**src/hw/rtl/pidvs_pkg.sv**
```systemverilog
// Shared constants, microcode format and control program of the variable-step PID controller.
`default_nettype none
package pidvs_pkg;

   localparam int DATA_WIDTH_DEF = 32;
   localparam int FRAC_BITS_DEF  = 16;

   localparam int TIME_W     = 32;
   localparam int INTEG_W    = 48;
   localparam int MAG_W      = 64;
   localparam int DIGIT_W    = 16;
   localparam int NUM_DIGITS = MAG_W / DIGIT_W;
   localparam int PROD_W     = 2 * MAG_W;
   localparam int TERM_W     = 62;
   localparam int ACC_W      = 64;
   localparam int CSR_IDX_W  = 2;
   localparam int STEP_W     = 5;

   localparam logic [PROD_W-1:0] TERM_LIM = PROD_W'(64'h1000_0000_0000_0000);

   localparam logic [CSR_IDX_W-1:0] REG_TARGET     = 2'd0;
   localparam logic [CSR_IDX_W-1:0] REG_GAIN_PROP  = 2'd1;
   localparam logic [CSR_IDX_W-1:0] REG_GAIN_INTEG = 2'd2;
   localparam logic [CSR_IDX_W-1:0] REG_GAIN_DERIV = 2'd3;

   localparam logic [3:0] OP_NOP     = 4'd0;
   localparam logic [3:0] OP_ERR     = 4'd1;
   localparam logic [3:0] OP_MUL_P   = 4'd2;
   localparam logic [3:0] OP_MUL_I   = 4'd3;
   localparam logic [3:0] OP_MUL_G   = 4'd4;
   localparam logic [3:0] OP_MUL_D   = 4'd5;
   localparam logic [3:0] OP_DIV     = 4'd6;
   localparam logic [3:0] OP_ACC_SET = 4'd7;
   localparam logic [3:0] OP_ACC_ADD = 4'd8;
   localparam logic [3:0] OP_INTEG   = 4'd9;
   localparam logic [3:0] OP_OUT     = 4'd10;

   localparam logic [2:0] COND_NEVER    = 3'd0;
   localparam logic [2:0] COND_ALWAYS   = 3'd1;
   localparam logic [2:0] COND_NO_REQ   = 3'd2;
   localparam logic [2:0] COND_MUL_BUSY = 3'd3;
   localparam logic [2:0] COND_DIV_BUSY = 3'd4;
   localparam logic [2:0] COND_DT_ZERO  = 3'd5;
   localparam logic [2:0] COND_RSP_BUSY = 3'd6;

   localparam logic [STEP_W-1:0] STEP_IDLE     = 5'd0;
   localparam logic [STEP_W-1:0] STEP_ERR      = 5'd1;
   localparam logic [STEP_W-1:0] STEP_MUL_P    = 5'd2;
   localparam logic [STEP_W-1:0] STEP_WAIT_P   = 5'd3;
   localparam logic [STEP_W-1:0] STEP_SUM_P    = 5'd4;
   localparam logic [STEP_W-1:0] STEP_DIV      = 5'd5;
   localparam logic [STEP_W-1:0] STEP_MUL_I    = 5'd6;
   localparam logic [STEP_W-1:0] STEP_WAIT_I   = 5'd7;
   localparam logic [STEP_W-1:0] STEP_INTEG    = 5'd8;
   localparam logic [STEP_W-1:0] STEP_MUL_G    = 5'd9;
   localparam logic [STEP_W-1:0] STEP_WAIT_G   = 5'd10;
   localparam logic [STEP_W-1:0] STEP_SUM_G    = 5'd11;
   localparam logic [STEP_W-1:0] STEP_WAIT_DIV = 5'd12;
   localparam logic [STEP_W-1:0] STEP_MUL_D    = 5'd13;
   localparam logic [STEP_W-1:0] STEP_WAIT_D   = 5'd14;
   localparam logic [STEP_W-1:0] STEP_SUM_D    = 5'd15;
   localparam logic [STEP_W-1:0] STEP_OUT      = 5'd16;
   localparam logic [STEP_W-1:0] STEP_LOOP     = 5'd17;

   typedef struct packed {
      logic [3:0]        op;
      logic [2:0]        cond;
      logic [STEP_W-1:0] target;
   } ucode_type;

   function automatic ucode_type uword(input logic [3:0] op, input logic [2:0] cond,
                                       input logic [STEP_W-1:0] target);
      ucode_type w;
      w.op     = op;
      w.cond   = cond;
      w.target = target;
      return w;
   endfunction

   function automatic ucode_type ucode_rom(input logic [STEP_W-1:0] step);
      ucode_type w;
      case (step)
         STEP_IDLE:     w = uword(OP_NOP,     COND_NO_REQ,   STEP_IDLE);
         STEP_ERR:      w = uword(OP_ERR,     COND_NEVER,    STEP_IDLE);
         STEP_MUL_P:    w = uword(OP_MUL_P,   COND_NEVER,    STEP_IDLE);
         STEP_WAIT_P:   w = uword(OP_NOP,     COND_MUL_BUSY, STEP_WAIT_P);
         STEP_SUM_P:    w = uword(OP_ACC_SET, COND_DT_ZERO,  STEP_OUT);
         STEP_DIV:      w = uword(OP_DIV,     COND_NEVER,    STEP_IDLE);
         STEP_MUL_I:    w = uword(OP_MUL_I,   COND_NEVER,    STEP_IDLE);
         STEP_WAIT_I:   w = uword(OP_NOP,     COND_MUL_BUSY, STEP_WAIT_I);
         STEP_INTEG:    w = uword(OP_INTEG,   COND_NEVER,    STEP_IDLE);
         STEP_MUL_G:    w = uword(OP_MUL_G,   COND_NEVER,    STEP_IDLE);
         STEP_WAIT_G:   w = uword(OP_NOP,     COND_MUL_BUSY, STEP_WAIT_G);
         STEP_SUM_G:    w = uword(OP_ACC_ADD, COND_NEVER,    STEP_IDLE);
         STEP_WAIT_DIV: w = uword(OP_NOP,     COND_DIV_BUSY, STEP_WAIT_DIV);
         STEP_MUL_D:    w = uword(OP_MUL_D,   COND_NEVER,    STEP_IDLE);
         STEP_WAIT_D:   w = uword(OP_NOP,     COND_MUL_BUSY, STEP_WAIT_D);
         STEP_SUM_D:    w = uword(OP_ACC_ADD, COND_NEVER,    STEP_IDLE);
         STEP_OUT:      w = uword(OP_OUT,     COND_RSP_BUSY, STEP_OUT);
         STEP_LOOP:     w = uword(OP_NOP,     COND_ALWAYS,   STEP_IDLE);
         default:       w = uword(OP_NOP,     COND_ALWAYS,   STEP_IDLE);
      endcase
      return w;
   endfunction

endpackage
`default_nettype wire

```
**src/hw/rtl/pidvs_if.sv**
```systemverilog
// Request, response and register-write channel interfaces of the PID controller.
`default_nettype none
interface pidvs_req_if #(
   parameter int DATA_WIDTH = pidvs_pkg::DATA_WIDTH_DEF
);
   logic                              valid;
   logic                              ready;
   logic signed [DATA_WIDTH-1:0]      measured_value;
   logic [pidvs_pkg::TIME_W-1:0]      sample_time;

   modport source (output valid, measured_value, sample_time, input ready);
   modport sink (input valid, measured_value, sample_time, output ready);
endinterface

interface pidvs_rsp_if #(
   parameter int DATA_WIDTH = pidvs_pkg::DATA_WIDTH_DEF
);
   logic                         valid;
   logic                         ready;
   logic signed [DATA_WIDTH-1:0] drive_value;
   logic signed [DATA_WIDTH-1:0] error_value;
   logic                         saturated_flag;

   modport source (output valid, drive_value, error_value, saturated_flag, input ready);
   modport sink (input valid, drive_value, error_value, saturated_flag, output ready);
endinterface

interface pidvs_csr_if #(
   parameter int DATA_WIDTH = pidvs_pkg::DATA_WIDTH_DEF
);
   logic                              valid;
   logic                              ready;
   logic [pidvs_pkg::CSR_IDX_W-1:0]   index;
   logic signed [DATA_WIDTH-1:0]      data;

   modport source (output valid, index, data, input ready);
   modport sink (input valid, index, data, output ready);
endinterface
`default_nettype wire

```
**src/hw/rtl/pid_controller_variable_step.sv**
```systemverilog
// Variable-step PID controller: microcoded sequencer over a shared multiplier and a divider.
//
// One response per request. A request carries a signed fixed-point measurement and a
// timestamp; the response gives the saturated drive, the saturated error and a clip flag.
// When the timestamp equals the previous one, the integral and derivative passes are skipped
// and the program goes from the proportional sum straight to its output step. The radix-2
// divider (one quotient bit per cycle) runs alongside the two integral passes, and the
// proportional and derivative passes go through the shared 64x16 multiplier, each followed
// by one step to add the term. A new request is taken as soon as the program returns to
// its first step, while the previous response may still wait on the response channel; a
// response still waiting holds the next request at its output step. Register writes are
// taken at any time and must only happen while the block is idle.
`default_nettype none
module pid_controller_variable_step #(
   parameter int DATA_WIDTH = pidvs_pkg::DATA_WIDTH_DEF,
   parameter int FRAC_BITS  = pidvs_pkg::FRAC_BITS_DEF
) (
   input  wire logic     clock,
   input  wire logic     reset,
   pidvs_req_if.sink     req_bus,
   pidvs_rsp_if.source   rsp_bus,
   pidvs_csr_if.sink     csr_bus
);

   localparam int DW      = DATA_WIDTH;
   localparam int TW      = pidvs_pkg::TIME_W;
   localparam int IW      = pidvs_pkg::INTEG_W;
   localparam int MW      = pidvs_pkg::MAG_W;
   localparam int GW      = pidvs_pkg::DIGIT_W;
   localparam int PW      = pidvs_pkg::PROD_W;
   localparam int XW      = pidvs_pkg::TERM_W;
   localparam int AW      = pidvs_pkg::ACC_W;
   localparam int SW      = pidvs_pkg::STEP_W;
   localparam int MCNT_W  = $clog2(pidvs_pkg::NUM_DIGITS + 1);
   localparam int DCNT_W  = $clog2(DW + 1);

   localparam logic signed [DW-1:0] DW_MAX = {1'b0, {(DW-1){1'b1}}};
   localparam logic signed [DW-1:0] DW_MIN = {1'b1, {(DW-1){1'b0}}};
   localparam logic signed [IW-1:0] IW_MAX = {1'b0, {(IW-1){1'b1}}};
   localparam logic signed [IW-1:0] IW_MIN = {1'b1, {(IW-1){1'b0}}};

   // registers, state and item
   logic signed [DW-1:0] target_ff, target_in, kp_ff, kp_in, ki_ff, ki_in, kd_ff, kd_in;
   logic signed [DW-1:0] last_err_ff, last_err_in;
   logic signed [IW-1:0] integ_ff, integ_in;
   logic [TW-1:0]        last_time_ff, last_time_in;
   logic signed [DW-1:0] meas_ff, meas_in;
   logic [TW-1:0]        time_ff, time_in;

   // datapath
   logic signed [DW-1:0] err_ff, err_in;
   logic signed [TW:0]   dt_ff, dt_in;
   logic signed [DW:0]   der_ff, der_in;
   logic signed [AW-1:0] acc_ff, acc_in;
   logic                 clip_ff, clip_in;

   // multiplier
   logic                 mbusy_ff, mbusy_in;
   logic [MCNT_W-1:0]    mcnt_ff, mcnt_in;
   logic [MW-1:0]        ma_ff, ma_in, mb_ff, mb_in;
   logic                 mneg_ff, mneg_in, mshift_ff, mshift_in;
   logic [PW-1:0]        mprod_ff, mprod_in;
   logic signed [XW-1:0] term_ff, term_in;
   logic                 tclip_ff, tclip_in;

   // divider
   logic                 dbusy_ff, dbusy_in;
   logic [DCNT_W-1:0]    dcnt_ff, dcnt_in;
   logic [DW-1:0]        dq_ff, dq_in;
   logic [TW-1:0]        dden_ff, dden_in, drem_ff, drem_in;
   logic                 dneg_ff, dneg_in;

   // sequencer and response
   logic [SW-1:0]        pc_ff, pc_in;
   logic                 rsp_valid_ff, rsp_valid_in;
   logic signed [DW-1:0] rsp_drive_ff, rsp_drive_in, rsp_err_ff, rsp_err_in;
   logic                 rsp_sat_ff, rsp_sat_in;

   pidvs_pkg::ucode_type uw;
   logic                 jump;
   logic                 req_xfer, rsp_stall;

   logic signed [DW:0]   err_diff;
   logic signed [DW-1:0] err_sat;
   logic                 err_clip;
   logic signed [MW-1:0] op_a, op_b;
   logic                 op_shift;
   logic [MW-1:0]        op_a_mag, op_b_mag;
   logic [MW+GW-1:0]     mpart;
   logic [PW-1:0]        mshifted;
   logic                 mover;
   logic [XW-1:0]        tmag;
   logic signed [AW-1:0] term_ext, integ_sum;
   logic                 integ_ok;
   logic signed [DW:0]   num_diff;
   logic [DW:0]          num_mag;
   logic [TW:0]          dt_mag;
   logic [TW:0]          dtrial;
   logic                 dge;
   logic                 drive_ok;

   assign uw        = pidvs_pkg::ucode_rom(pc_ff);
   assign req_xfer  = req_bus.valid && (pc_ff == pidvs_pkg::STEP_IDLE);
   assign rsp_stall = rsp_valid_ff && !rsp_bus.ready;

   assign req_bus.ready          = (pc_ff == pidvs_pkg::STEP_IDLE);
   assign csr_bus.ready          = 1'b1;
   assign rsp_bus.valid          = rsp_valid_ff;
   assign rsp_bus.drive_value    = rsp_drive_ff;
   assign rsp_bus.error_value    = rsp_err_ff;
   assign rsp_bus.saturated_flag = rsp_sat_ff;

   assign err_diff = {target_ff[DW-1], target_ff} - {meas_ff[DW-1], meas_ff};
   assign err_clip = (err_diff[DW] != err_diff[DW-1]);
   assign err_sat  = err_clip ? (err_diff[DW] ? DW_MIN : DW_MAX) : err_diff[DW-1:0];

   always_comb begin
      case (uw.op)
         pidvs_pkg::OP_MUL_P: begin
            op_a     = {{(MW-DW){kp_ff[DW-1]}}, kp_ff};
            op_b     = {{(MW-DW){err_ff[DW-1]}}, err_ff};
            op_shift = 1'b1;
         end
         pidvs_pkg::OP_MUL_I: begin
            op_a     = {{(MW-DW){err_ff[DW-1]}}, err_ff};
            op_b     = {{(MW-TW-1){dt_ff[TW]}}, dt_ff};
            op_shift = 1'b0;
         end
         pidvs_pkg::OP_MUL_G: begin
            op_a     = {{(MW-DW){ki_ff[DW-1]}}, ki_ff};
            op_b     = {{(MW-IW){integ_ff[IW-1]}}, integ_ff};
            op_shift = 1'b1;
         end
         pidvs_pkg::OP_MUL_D: begin
            op_a     = {{(MW-DW){kd_ff[DW-1]}}, kd_ff};
            op_b     = {{(MW-DW-1){der_ff[DW]}}, der_ff};
            op_shift = 1'b1;
         end
         default: begin
            op_a     = '0;
            op_b     = '0;
            op_shift = 1'b0;
         end
      endcase
   end

   assign op_a_mag = op_a[MW-1] ? MW'(-op_a) : MW'(op_a);
   assign op_b_mag = op_b[MW-1] ? MW'(-op_b) : MW'(op_b);

   assign mpart    = {{GW{1'b0}}, ma_ff} * {{MW{1'b0}}, mb_ff[MW-1 -: GW]};
   assign mshifted = mshift_ff ? (mprod_ff >> FRAC_BITS) : mprod_ff;
   assign mover    = (mshifted > pidvs_pkg::TERM_LIM);
   assign tmag     = mover ? pidvs_pkg::TERM_LIM[XW-1:0] : mshifted[XW-1:0];

   assign term_ext  = {{(AW-XW){term_ff[XW-1]}}, term_ff};
   assign integ_sum = {{(AW-IW){integ_ff[IW-1]}}, integ_ff} + term_ext;
   assign integ_ok  = (&integ_sum[AW-1:IW-1]) || !(|integ_sum[AW-1:IW-1]);

   assign num_diff = {err_ff[DW-1], err_ff} - {last_err_ff[DW-1], last_err_ff};
   assign num_mag  = num_diff[DW] ? (DW+1)'(-num_diff) : (DW+1)'(num_diff);
   assign dt_mag   = dt_ff[TW] ? (TW+1)'(-dt_ff) : (TW+1)'(dt_ff);
   assign dtrial   = {drem_ff, dq_ff[DW-1]};
   assign dge      = (dtrial >= {1'b0, dden_ff});

   assign drive_ok = (&acc_ff[AW-1:DW-1]) || !(|acc_ff[AW-1:DW-1]);

   always_comb begin
      case (uw.cond)
         pidvs_pkg::COND_NEVER:    jump = 1'b0;
         pidvs_pkg::COND_ALWAYS:   jump = 1'b1;
         pidvs_pkg::COND_NO_REQ:   jump = !req_bus.valid;
         pidvs_pkg::COND_MUL_BUSY: jump = mbusy_ff;
         pidvs_pkg::COND_DIV_BUSY: jump = dbusy_ff;
         pidvs_pkg::COND_DT_ZERO:  jump = (dt_ff == '0);
         pidvs_pkg::COND_RSP_BUSY: jump = rsp_stall;
         default:                  jump = 1'b0;
      endcase
   end

   always_comb begin
      target_in    = target_ff;
      kp_in        = kp_ff;
      ki_in        = ki_ff;
      kd_in        = kd_ff;
      last_err_in  = last_err_ff;
      integ_in     = integ_ff;
      last_time_in = last_time_ff;
      meas_in      = meas_ff;
      time_in      = time_ff;
      err_in       = err_ff;
      dt_in        = dt_ff;
      der_in       = der_ff;
      acc_in       = acc_ff;
      clip_in      = clip_ff;
      mbusy_in     = mbusy_ff;
      mcnt_in      = mcnt_ff;
      ma_in        = ma_ff;
      mb_in        = mb_ff;
      mneg_in      = mneg_ff;
      mshift_in    = mshift_ff;
      mprod_in     = mprod_ff;
      term_in      = term_ff;
      tclip_in     = tclip_ff;
      dbusy_in     = dbusy_ff;
      dcnt_in      = dcnt_ff;
      dq_in        = dq_ff;
      dden_in      = dden_ff;
      drem_in      = drem_ff;
      dneg_in      = dneg_ff;
      rsp_valid_in = rsp_valid_ff;
      rsp_drive_in = rsp_drive_ff;
      rsp_err_in   = rsp_err_ff;
      rsp_sat_in   = rsp_sat_ff;
      pc_in        = jump ? uw.target : pc_ff + SW'(1);

      if (csr_bus.valid) begin
         case (csr_bus.index)
            pidvs_pkg::REG_TARGET:     target_in = csr_bus.data;
            pidvs_pkg::REG_GAIN_PROP:  kp_in     = csr_bus.data;
            pidvs_pkg::REG_GAIN_INTEG: ki_in     = csr_bus.data;
            pidvs_pkg::REG_GAIN_DERIV: kd_in     = csr_bus.data;
            default: ;
         endcase
      end

      if (req_xfer) begin
         meas_in = req_bus.measured_value;
         time_in = req_bus.sample_time;
      end

      // multiply one 16-bit digit per cycle, most significant first, then clamp
      if (mbusy_ff) begin
         if (mcnt_ff != '0) begin
            mprod_in = {mprod_ff[PW-GW-1:0], {GW{1'b0}}} + {{(PW-MW-GW){1'b0}}, mpart};
            mb_in    = {mb_ff[MW-GW-1:0], {GW{1'b0}}};
            mcnt_in  = mcnt_ff - MCNT_W'(1);
         end else begin
            term_in  = mneg_ff ? XW'(-tmag) : XW'(tmag);
            tclip_in = mover;
            mbusy_in = 1'b0;
         end
      end

      // restoring division, one quotient bit per cycle
      if (dbusy_ff) begin
         if (dcnt_ff != '0) begin
            drem_in = dge ? TW'(dtrial - {1'b0, dden_ff}) : dtrial[TW-1:0];
            dq_in   = {dq_ff[DW-2:0], dge};
            dcnt_in = dcnt_ff - DCNT_W'(1);
         end else begin
            der_in   = dneg_ff ? (DW+1)'(-{1'b0, dq_ff}) : {1'b0, dq_ff};
            dbusy_in = 1'b0;
         end
      end

      if (rsp_bus.ready) begin
         rsp_valid_in = 1'b0;
      end

      case (uw.op)
         pidvs_pkg::OP_ERR: begin
            err_in  = err_sat;
            clip_in = err_clip;
            dt_in   = {1'b0, time_ff} - {1'b0, last_time_ff};
         end
         pidvs_pkg::OP_MUL_P, pidvs_pkg::OP_MUL_I, pidvs_pkg::OP_MUL_G,
         pidvs_pkg::OP_MUL_D: begin
            mbusy_in  = 1'b1;
            mcnt_in   = MCNT_W'(pidvs_pkg::NUM_DIGITS);
            ma_in     = op_a_mag;
            mb_in     = op_b_mag;
            mneg_in   = op_a[MW-1] ^ op_b[MW-1];
            mshift_in = op_shift;
            mprod_in  = '0;
         end
         pidvs_pkg::OP_DIV: begin
            dbusy_in = 1'b1;
            dcnt_in  = DCNT_W'(DW);
            dq_in    = num_mag[DW-1:0];
            dden_in  = dt_mag[TW-1:0];
            drem_in  = '0;
            dneg_in  = num_diff[DW] ^ dt_ff[TW];
         end
         pidvs_pkg::OP_ACC_SET: begin
            acc_in  = term_ext;
            clip_in = clip_ff | tclip_ff;
         end
         pidvs_pkg::OP_ACC_ADD: begin
            acc_in  = acc_ff + term_ext;
            clip_in = clip_ff | tclip_ff;
         end
         pidvs_pkg::OP_INTEG: begin
            integ_in = integ_ok ? integ_sum[IW-1:0] : (integ_sum[AW-1] ? IW_MIN : IW_MAX);
            clip_in  = clip_ff | tclip_ff | !integ_ok;
         end
         pidvs_pkg::OP_OUT: begin
            if (!rsp_stall) begin
               rsp_valid_in = 1'b1;
               rsp_drive_in = drive_ok ? acc_ff[DW-1:0] : (acc_ff[AW-1] ? DW_MIN : DW_MAX);
               rsp_err_in   = err_ff;
               rsp_sat_in   = clip_ff | !drive_ok;
               last_err_in  = err_ff;
               last_time_in = time_ff;
            end
         end
         default: ;
      endcase
   end

   always_ff @(posedge clock) begin
      if (reset) begin
         target_ff    <= '0;
         kp_ff        <= '0;
         ki_ff        <= '0;
         kd_ff        <= '0;
         last_err_ff  <= '0;
         integ_ff     <= '0;
         last_time_ff <= '0;
         mbusy_ff     <= 1'b0;
         dbusy_ff     <= 1'b0;
         pc_ff        <= pidvs_pkg::STEP_IDLE;
         rsp_valid_ff <= 1'b0;
      end else begin
         target_ff    <= target_in;
         kp_ff        <= kp_in;
         ki_ff        <= ki_in;
         kd_ff        <= kd_in;
         last_err_ff  <= last_err_in;
         integ_ff     <= integ_in;
         last_time_ff <= last_time_in;
         mbusy_ff     <= mbusy_in;
         dbusy_ff     <= dbusy_in;
         pc_ff        <= pc_in;
         rsp_valid_ff <= rsp_valid_in;
      end
   end

   always_ff @(posedge clock) begin
      meas_ff      <= meas_in;
      time_ff      <= time_in;
      err_ff       <= err_in;
      dt_ff        <= dt_in;
      der_ff       <= der_in;
      acc_ff       <= acc_in;
      clip_ff      <= clip_in;
      mcnt_ff      <= mcnt_in;
      ma_ff        <= ma_in;
      mb_ff        <= mb_in;
      mneg_ff      <= mneg_in;
      mshift_ff    <= mshift_in;
      mprod_ff     <= mprod_in;
      term_ff      <= term_in;
      tclip_ff     <= tclip_in;
      dcnt_ff      <= dcnt_in;
      dq_ff        <= dq_in;
      dden_ff      <= dden_in;
      drem_ff      <= drem_in;
      dneg_ff      <= dneg_in;
      rsp_drive_ff <= rsp_drive_in;
      rsp_err_ff   <= rsp_err_in;
      rsp_sat_ff   <= rsp_sat_in;
   end

endmodule
`default_nettype wire

```
**src/flat_wrapper.sv**
```systemverilog
// flat-port wrapper written by rule: the top's interface ports become plain ports
module pid_controller_variable_step_flat 
#(
   parameter int DATA_WIDTH = pidvs_pkg::DATA_WIDTH_DEF,
   parameter int FRAC_BITS  = pidvs_pkg::FRAC_BITS_DEF
)
  (clock, reset, req_bus_valid, req_bus_measured_value, req_bus_sample_time, req_bus_ready, rsp_bus_valid, rsp_bus_drive_value, rsp_bus_error_value, rsp_bus_saturated_flag, rsp_bus_ready, csr_bus_valid, csr_bus_index, csr_bus_data, csr_bus_ready);
  pidvs_req_if #(.DATA_WIDTH(DATA_WIDTH)) req_bus_i ();
  pidvs_rsp_if #(.DATA_WIDTH(DATA_WIDTH)) rsp_bus_i ();
  pidvs_csr_if #(.DATA_WIDTH(DATA_WIDTH)) csr_bus_i ();
  input  wire logic clock;
  input  wire logic reset;
  input wire logic [$bits(req_bus_i.valid)-1:0] req_bus_valid;
  input wire logic [$bits(req_bus_i.measured_value)-1:0] req_bus_measured_value;
  input wire logic [$bits(req_bus_i.sample_time)-1:0] req_bus_sample_time;
  output wire logic [$bits(req_bus_i.ready)-1:0] req_bus_ready;
  output wire logic [$bits(rsp_bus_i.valid)-1:0] rsp_bus_valid;
  output wire logic [$bits(rsp_bus_i.drive_value)-1:0] rsp_bus_drive_value;
  output wire logic [$bits(rsp_bus_i.error_value)-1:0] rsp_bus_error_value;
  output wire logic [$bits(rsp_bus_i.saturated_flag)-1:0] rsp_bus_saturated_flag;
  input wire logic [$bits(rsp_bus_i.ready)-1:0] rsp_bus_ready;
  input wire logic [$bits(csr_bus_i.valid)-1:0] csr_bus_valid;
  input wire logic [$bits(csr_bus_i.index)-1:0] csr_bus_index;
  input wire logic [$bits(csr_bus_i.data)-1:0] csr_bus_data;
  output wire logic [$bits(csr_bus_i.ready)-1:0] csr_bus_ready;
  assign req_bus_i.valid = req_bus_valid;
  assign req_bus_i.measured_value = req_bus_measured_value;
  assign req_bus_i.sample_time = req_bus_sample_time;
  assign req_bus_ready = req_bus_i.ready;
  assign rsp_bus_valid = rsp_bus_i.valid;
  assign rsp_bus_drive_value = rsp_bus_i.drive_value;
  assign rsp_bus_error_value = rsp_bus_i.error_value;
  assign rsp_bus_saturated_flag = rsp_bus_i.saturated_flag;
  assign rsp_bus_i.ready = rsp_bus_ready;
  assign csr_bus_i.valid = csr_bus_valid;
  assign csr_bus_i.index = csr_bus_index;
  assign csr_bus_i.data = csr_bus_data;
  assign csr_bus_ready = csr_bus_i.ready;
  pid_controller_variable_step #(.DATA_WIDTH(DATA_WIDTH), .FRAC_BITS(FRAC_BITS)) u_core (.clock(clock), .reset(reset), .req_bus(req_bus_i), .rsp_bus(rsp_bus_i), .csr_bus(csr_bus_i));
endmodule
```
**config.mk**
```make
export PLATFORM = sky130hd
export DESIGN_NAME = pid_controller_variable_step_flat
export DESIGN_NICKNAME = d
export VERILOG_FILES = /design/src/hw/rtl/pidvs_pkg.sv /design/src/hw/rtl/pidvs_if.sv /design/src/hw/rtl/pid_controller_variable_step.sv /design/src/flat_wrapper.sv
export SDC_FILE = /design/constraint.sdc
export NUM_CORES = 2
export LEC_CHECK = 0
export ABC_AREA = 1
export BUFFER_PORTS_ARGS = -buffer_cell sky130_fd_sc_hd__buf_4
export CAP_MARGIN = 20
export CORE_ASPECT_RATIO = 0.7
export CORE_MARGIN = 5
export CORE_UTILIZATION = 41
export DETAILED_ROUTE_END_ITERATION = 8
export PLACE_DENSITY = 0.57
export SLEW_MARGIN = 5
export SYNTH_ARGS = -nofsm -noshare
export SYNTH_HDL_FRONTEND = slang
export SYNTH_SLANG_ARGS = --single-unit
```
**constraint.sdc**
```tcl
create_clock -name clock -period 21.1 [get_ports clock]
set_input_delay 4.22 -clock clock [delete_from_list [all_inputs] [get_ports clock]]
set_output_delay 4.22 -clock clock [all_outputs]
set_load 0.03 [all_outputs]
```
==> results.json <==
{
  "critPathRequiredTime_ns": 21.72,
  "path_class": "reg -> reg",
  "clkTransAtPathRegs_ns": 0.07,
  "final_cell_mix": "nand2_1, inv_1, nor2_1",
  "outcome": "completed",
  "worstMarginPinSlew_ns": 1.337,
  "ys_seq_area_share_pct": 25.60,
  "max-slew-margin-rel_pct": 10.89,
  "rsz0062_at_grt": "false",
  "io_buffer_count": 169,
  "holdBufCountCts": 0,
  "min_to": "u_core.kd_ff[9]",
  "timing.hold.ws_ns": 0.4516,
  "drive_gt1_share_pct": 3.888,
  "hold_violations": 0,
  "antenna_found_initial": 18,
  "cp-end-kind": "flip-flop",
  "min_period_over_period_pct": 38.56,
  "drv_slew": 0,
  "clockBufferDepth": 3,
  "areaGrowthSynthToFinish_pct": 8.154,
  "r2r-end": "u_core.mprod_ff[61]",
  "ys_types": 64,
  "rows": 150,
  "htree_levels": 3,
  "period_needed_ns": 8.136,
  "whs_path_depth": 2,
  "r2r_slack_ns": 12.96,
  "grt_pass1_vias": 82161,
  "synthSimpleGateAreaFrac_pct": 21.77,
  "crit_arrival_ns": 8.76,
  "postSynthAreaPerCell_um2": 7.310,
  "start_util_pct": 41.15,
  "netlist_instances": 13416,
  "ys_warn_count": 0,
  "chipHeight_um": 419.2,
  "vias": 87254,
  "crit_path_start_kind": "flip-flop",
  "min-delay-start": "u_core.kd_ff[9]",
  "skew_ns": 0.07089,
  "grt_start_max_net_pins": 107,
  "hpwl_um": 287300,
  "place_ws_ns": 13.16,
  "overflow": 0,
  "synthMuxAreaShare_pct": 0,
  "cts_tree": "yes",
  "routed_wl_um": 357900,
  "dieArea_um2": 249200,
  "drt_iter0_markers": 9992,
  "rr_worst_depth": 26,
  "ant_nets": 0,
  "die_w_um": 594.6,
  "top_level_ports": 171,
  "gp_congestion": 1.026,
  "wl_per_cell_um": 21.53,
  "viasPerCell": 5.249,
  "grt_pass1_wl_um": 536800,
  "coreArea_um2": 238400,
  "cts.sinks": 979,
  "cts_root_buffer": "clkbuf_16",
  "grt_use_total_pct": 28.39,
  "drv_cap": 0,
  "cts_buffers": 107,
  "finalNetCount": 14810,
  "hp-class": "reg -> reg",
  "drtPass1Iterations": 6,
  "synth_compound_area_share_pct": 11.14,
  "final_common_cell": "nand2_1",
  "async_reset_ff_share_pct": 0,
  "ys.flop_type": "edfxtp_1",
  "synth_top_family_by_area": "adder cells",
  "synth_edf_count": 550,
  "max_clock_freq_ghz": 0.1229,
  "cts_resized": 0,
  "cts_setup_buffers": 0,
  "clkLatencyLatePin_ns": 0.79,
  "setup_slack_ns": 12.96,
  "r2r-start": "u_core.mb_ff[51]",
  "final_core_util_pct": 44.50,
  "setup_viol": 0,
  "drcViolationCount": 0,
  "setup_tns_ns": 0,
  "synthXorXnorAreaFrac_pct": 3.992,
  "synth_area_um2": 98080,
  "cp_max_fo": 37,
  "synth-seq-cells": 979,
  "synth_fa_ha_area_share_pct": 24.71
}
-- state kept, by name, summed over array words and instances (netlist names), 33 cells and up --
name	cells
u_core.der_ff	33
u_core.mprod_ff	128
u_core.integ_ff	48
u_core.ma_ff	64
u_core.acc_ff	64
u_core.mb_ff	64
u_core.term_ff	62
u_core.dt_ff	33
-- kinds of logic (layout without fill, tap and decap cells) --
group | Yosys count | in the layout
and+or+nand+nor | 5326 | 5326
buffers and inverters | 3302 | 3282
AOI/OAI and AO/OA | 1985 | 1985
adders and majority gates | 1375 | 1375
DFF | 979 | 979
xor gates and xnor gates | 447 | 447
other | 2 | 38
-- synthesized netlist by cell type (77+ instances only) --
cell / count / area share [%]
clkbuf_1: 383 / 1.5
dfxtp_1: 429 / 8.8
fa_1: 936 / 19
inv_1: 2799 / 11
nor3_1: 100 / 0.51
nand2_1: 3286 / 13
o21ai_0: 770 / 3.9
ha_1: 439 / 5.6
nand4_1: 86 / 0.55
a21oi_1: 751 / 3.8
xnor2_1: 198 / 1.8
a31oi_1: 77 / 0.49
nand3_1: 437 / 2.2
xor2_1: 249 / 2.2
nor2_1: 1265 / 4.8
edfxtp_1: 550 / 17
-- worst max-delay path: stages, from the launching register on --
cell and delay, ns:
edfxtp_1 0.32, buf_4 0.42, buf_4 0.51, nand2_1 0.15, fa_1 0.58, fa_1 0.44, fa_1 0.49, fa_1 0.49
inv_1 0.05, fa_1 0.53, inv_1 0.06, fa_1 0.55, inv_1 0.12, ha_1 0.40, nand2_1 0.12, nor2_1 0.12
inv_1 0.04, o21ai_0 0.43, a21oi_1 0.28, inv_1 0.20, nand2_1 0.07, nand2_1 0.16, a21boi_0 0.17, o21ai_0 0.70
xor2_1 0.27, o21ai_0 0.23, inv_1 0.06
-- routing by layer --
| layer | share of wire (%) | track usage, % | vias up |
|---|---|---|---|
| li1 | - | - | 41311 |
| met1 | 49 | 46.03 | 41640 |
| met2 | 37 | 37.40 | 3972 |
| met3 | 12 | 6.956 | 331 |
| met4 | 2.1 | 5.199 | 0 |
| met5 | 0 | 0 | - |
-- area by class of cell --
class | instances | area [um^2]
diodes | 6 | 15.01
clock buffers | 140 | 2923
clock inverters | 63 | 809.5
fillers | 24634 | 132300
inverters | 2810 | 10560
multi-input cells | 9165 | 60650
flip-flops and latches | 979 | 25100
well taps | 3192 | 3994
repair buffers | 269 | 2019
-- worst max-delay path by stage --
stage,start,to,slack [ns],cells past startpoint
after floorplan,req_bus_valid,u_core.meas_ff[0],10.16,2
after global placement,u_core.mb_ff[51],u_core.mprod_ff[77],13.19,28
after detailed placement,u_core.mb_ff[51],u_core.mprod_ff[105],13.16,26
after CTS,u_core.mb_ff[51],u_core.mprod_ff[105],13.11,26
after global routing,u_core.mb_ff[54],u_core.mprod_ff[121],12.52,29
final,u_core.mb_ff[51],u_core.mprod_ff[61],12.96,26
-- through the flow --
| stage | cell area (um^2) | instances |
|---|---|---|
| 3_5_place_dp | 102300 | 16414 |
| 6_report | 106100 | 16624 |
| 2_1_floorplan | 98190 | 13446 |
| 3_3_place_gp | 102300 | 16414 |
| 4_1_cts | 106000 | 16617 |
| 5_1_grt | 106100 | 16621 |
Power is not shown: default switching activity piles up to over one toggle a cycle in this logic, so the estimate is an artifact.
